## src/rtl/bzc_pkg.sv

```systemverilog
// ----------------------------------------------------------------------------
// bzc_pkg
// Shared types and constants of the Bezier curve evaluator.
// ----------------------------------------------------------------------------
`default_nettype none

package bzc_pkg;

   // default number of fraction bits of the fixed-point format
   localparam int FRACTION_BITS_DEF = 12;

   // curve degree codes; the unused code evaluates as cubic
   localparam logic [1:0] OP_LINEAR = 2'd0;
   localparam logic [1:0] OP_QUAD   = 2'd1;
   localparam logic [1:0] OP_CUBIC  = 2'd2;

   // item data carried alongside the parameter divider
   typedef struct packed {
      logic [1:0]         operation;
      logic               t_zero;
      logic               t_full;
      logic signed [31:0] point_0;
      logic signed [31:0] point_1;
      logic signed [31:0] point_2;
      logic signed [31:0] point_3;
   } bzc_side_type;

endpackage

`default_nettype wire

```

## src/rtl/bzc_divider.sv

```systemverilog
// ----------------------------------------------------------------------------
// bzc_divider
// Pipelined restoring divider, one quotient bit per stage, for the curve
// parameter. Each stage holds back only when it is full and its successor
// cannot take its data.
// ----------------------------------------------------------------------------
`default_nettype none

module bzc_divider
   import bzc_pkg::*;
#(
   parameter int FB = FRACTION_BITS_DEF
) (
   input  wire logic                 clock,
   input  wire logic                 reset,
   input  wire logic                 in_valid,
   output logic                      in_ready,
   input  wire logic [FB+20:0]       in_rem,
   input  wire logic [19:0]          in_div,
   input  wire bzc_side_type         in_side,
   output logic                      out_valid,
   input  wire logic                 out_ready,
   output logic [FB:0]               out_quot,
   output bzc_side_type              out_side
);

   localparam int S  = FB + 1;
   localparam int NW = FB + 21;

   logic               v_ff    [S];
   logic [NW-1:0]      rem_ff  [S];
   logic [19:0]        div_ff  [S];
   logic [FB:0]        q_ff    [S];
   bzc_side_type       side_ff [S];
   logic [S:0]         rdy;

   assign rdy[S] = out_ready;

   for (genvar k = 0; k < S; k++) begin : g_stage
      localparam int SH = FB - k;
      logic          v_prev;
      logic [NW-1:0] rem_prev;
      logic [19:0]   div_prev;
      logic [FB:0]   q_prev;
      bzc_side_type  side_prev;
      logic [NW-1:0] dsh;
      logic          ge;
      logic [NW-1:0] rem_in;
      logic [FB:0]   q_in;

      if (k == 0) begin : g_first
         assign v_prev    = in_valid;
         assign rem_prev  = in_rem;
         assign div_prev  = in_div;
         assign q_prev    = '0;
         assign side_prev = in_side;
      end else begin : g_next
         assign v_prev    = v_ff[k-1];
         assign rem_prev  = rem_ff[k-1];
         assign div_prev  = div_ff[k-1];
         assign q_prev    = q_ff[k-1];
         assign side_prev = side_ff[k-1];
      end

      assign rdy[k] = !v_ff[k] || rdy[k+1];

      always_comb begin
         dsh    = NW'(div_prev) << SH;
         ge     = rem_prev >= dsh;
         rem_in = ge ? (rem_prev - dsh) : rem_prev;
         q_in   = q_prev;
         q_in[SH] = ge;
      end

      always_ff @(posedge clock) begin
         if (reset) begin
            v_ff[k] <= 1'b0;
         end else if (rdy[k]) begin
            v_ff[k] <= v_prev;
         end
      end

      always_ff @(posedge clock) begin
         if (rdy[k] && v_prev) begin
            rem_ff[k]  <= rem_in;
            div_ff[k]  <= div_prev;
            q_ff[k]    <= q_in;
            side_ff[k] <= side_prev;
         end
      end
   end

   assign in_ready  = rdy[0];
   assign out_valid = v_ff[S-1];
   assign out_quot  = q_ff[S-1];
   assign out_side  = side_ff[S-1];

endmodule

`default_nettype wire

```

## config.mk

```make
export PLATFORM = sky130hd
export DESIGN_NAME = bzc_divider
export DESIGN_NICKNAME = d
export VERILOG_FILES = /design/src/rtl/bzc_pkg.sv /design/src/rtl/bzc_divider.sv
export SDC_FILE = /design/constraint.sdc
export NUM_CORES = 2
export LEC_CHECK = 0
export ABC_AREA = 1
export CELL_PAD_IN_SITES_DETAIL_PLACEMENT = 1
export CELL_PAD_IN_SITES_GLOBAL_PLACEMENT = 1
export CORE_ASPECT_RATIO = 1.5
export CORE_MARGIN = 2
export CORE_UTILIZATION = 40
export CTS_CLUSTER_SIZE = 12
export DETAILED_ROUTE_END_ITERATION = 7
export DONT_BUFFER_PORTS = 1
export PLACE_DENSITY = 0.59
export SYNTH_ARGS = -nofsm -noshare
export SYNTH_HDL_FRONTEND = slang
export SYNTH_SLANG_ARGS = --single-unit
export TNS_END_PERCENT = 1
```

## constraint.sdc

```tcl
create_clock -name clock -period 17.3 [get_ports clock]
set_input_delay 5.19 -clock clock [delete_from_list [all_inputs] [get_ports clock]]
set_output_delay 5.19 -clock clock [all_outputs]
set_load 0.005 [all_outputs]
```

==> reports/results.ini <==
[run_status]
status = completed

[placement]
place_area_um2 = 100800
port_buffers = 0
post-dp-hpwl_mm = 181.0
place.gp.congestion = 0.9049
dp.cells = 10150
preCtsSetupSlack_ns = 5.779

[min_path]
hp-class = register to register
holdPathStages = 0

[timing]
rsz0062_at_grt = no
hold_viol_final = 0
worstMarginPinSlew_ns = 1.285
clock_skew_ns = 0.05991
final_max_slew_viol_count = 0
finalSetupTns_ns = 0
setup_ws_ns = 5.813
timing.slew.headroom_pct = 14.14
setup_violations = 0
period_share_pct = 66.40
min_period_ns = 11.49
max_clock_freq_ghz = 0.08705

[finish]
mostFrequentLayoutCells = edfxtp_1 (2,456), nand2_1 (1,429), inv_1 (742)
regArea_um2 = 73750
num-nets-final = 7619
instances_no_fill = 10470
areaGrowthSynthToFinish_pct = 11.12
multiInputGateArea_um2 = 19790
final_cell_area_um2 = 107600
layout_commonest_cell = edfxtp_1
nFillCells = 24350
drive_gt1_share_pct = 6.466

[power]
leakage_nw = 38.46
ir_drop_mv = 0.09362
total_power_mw = 11.99
power_density_nw_per_um2 = 111.5

[floorplan]
die_h_um = 606.5
die-area_um2 = 246100
fp.dieW_um = 405.7
core.rowCount = 221
ios = 336
initial_core_util_pct = 40.15
core_um2 = 241100

[critical_path]
crit_family = simple AND/OR/NAND/NOR gates
reg2reg_depth = 10
cp_slowest_stage_delay_ns = 0.19
path_cells = inv_1 -> nand3_1 -> nor2_1 -> nand4_1 -> nor2_2 -> nand4_1 -> nor2_1 -> nand3_1
critical_path_depth = 8
criticalPathCategory = input pin to output port
path_buf_inv = 1
cp-start-kind = input pin
crit_required_ns = 12.11
cp_max_fo = 4
arrival_ns = 6.30
crit_slowest_cell = nor2_1
cp-end-kind = output port

[detailed_routing]
dr.pass1.iters = 5
antenna_left = 0
wirelength_mm = 236.2
vias_per_cell = 4.910
route.vias.total = 51420
post-route-drc-count = 0
avgRoutedWirePerCell_um = 22.55
drt_iter0_markers = 2131

[clock_tree]
post_cts_buffers = 0
clkSinkCount = 2456
clock_path_buffers = 4
clkTransAtPathRegs_ns = 0.06
htreeDepth = 4
clock_latency_ns = 0.89
cts_tree = done
postCtsHoldBufs = 0
cts-resized-gates = 0
cts_buffers = 242
root_buffer = clkbuf_16

[yosys]
synthArstFlopShare_pct = 0
synthFlopType = edfxtp_1
synth-seq-cells = 2456
avgSynthCellArea_um2 = 13.98
synth_edf_count = 2456
syn_area_um2 = 96810
synthCells = 6925
synth_cell_types = 52
syn-num-nets = 7386
ys_seq_area_share_pct = 76.18
ys_warn_count = 0

[global_route]
grt_pass1_wl_mm = 344.1
grt_antenna_before_repair = 27
grt_max_degree = 123
track_usage_pct = 19.05
overflow = 0
grt_pass1_vias = 55000

[run]
cap_violations = 0

-- stage by stage --
| stage | hold WS, ns | util, % |
|---|---|---|
| 2_1_floorplan | 0.4003 | - |
| 3_3_place_gp | 0.4002 | 41.82 |
| 3_5_place_dp | 0.4051 | 41.82 |
| 4_1_cts | 0.3758 | 44.61 |
| 5_1_grt | 0.3867 | 44.61 |
| 6_report | 0.3780 | 44.61 |
-- routing by layer --
metal,GRT usage [%],part of all wire [%]
met5,0,0.048
met4,9.808,5.6
met3,2.763,3.2
met2,38.35,57
met1,18.28,34
-- cells in the mapped netlist (all sizes together), types with 7 or more instances --
master  number  share of area (%)
nor3        78               0.44
nor4        29               0.20
nand3      269                1.5
a31oi        7              0.045
o21bai      23               0.18
nand4      107               0.69
inv        758                2.9
o21a        15               0.12
a21oi      342                1.9
ha         260                3.4
nand2     1445                5.7
fa          12               0.25
o21ai      300                1.7
xnor2       72               0.65
xor2       101               0.91
and2         7              0.045
edfxtp    2456                 76
or2         18               0.12
nand3b      50               0.39
buf         48               0.47
a21o        23               0.18
nor2       477                1.9
-- sequential cells by signal, indices dropped and copies added (netlist names) --
name     flops
side_ff   1716
div_ff     240
v_ff        13
q_ff        91
rem_ff     396
-- cell type report --
cell class	instances	share of cell area (%)
Sequential cell	2456	68.56
Multi-Input combinational cell	3660	18.40
Clock buffer	274	5.761
Tap cell	3233	3.760
Inverter	758	2.703
Clock inverter	50	0.4978
Timing Repair Buffer	40	0.3140
Antenna cell	3	0.006979
-- power breakdown --
part           switching (mW)  total [mW]  internal, mW
sequential             0.0758        6.73          6.66
clock                    2.06        4.70          2.64
combinational           0.393       0.558         0.166
total                    2.53        12.0          9.46
-- final timing paths --
check                                startpoint              end  slack, ns
worst max-delay path                  out_ready         in_ready       5.81
worst min register to register  side_ff[1][181]  side_ff[1][313]       0.38
worst max register to register    rem_ff[1][81]   rem_ff[1][108]      13.40
worst min-delay path            side_ff[1][181]  side_ff[1][313]       0.38
-- cells by family (layout without fill, tap and decap cells) --
family	Yosys count	after routing	synth area share (%)
adder cells (fa/ha/maj)	272	272	3.608
AO/OA/AOI/OAI	724	724	4.230
XOR/XNOR	173	173	1.565
flip-flops	2456	2456	76.18
other	0	3	0
AND/OR/NAND/NOR	2491	2491	10.99
buffers and inverters	809	1122	3.434
(Power assumes the default switching activity.)
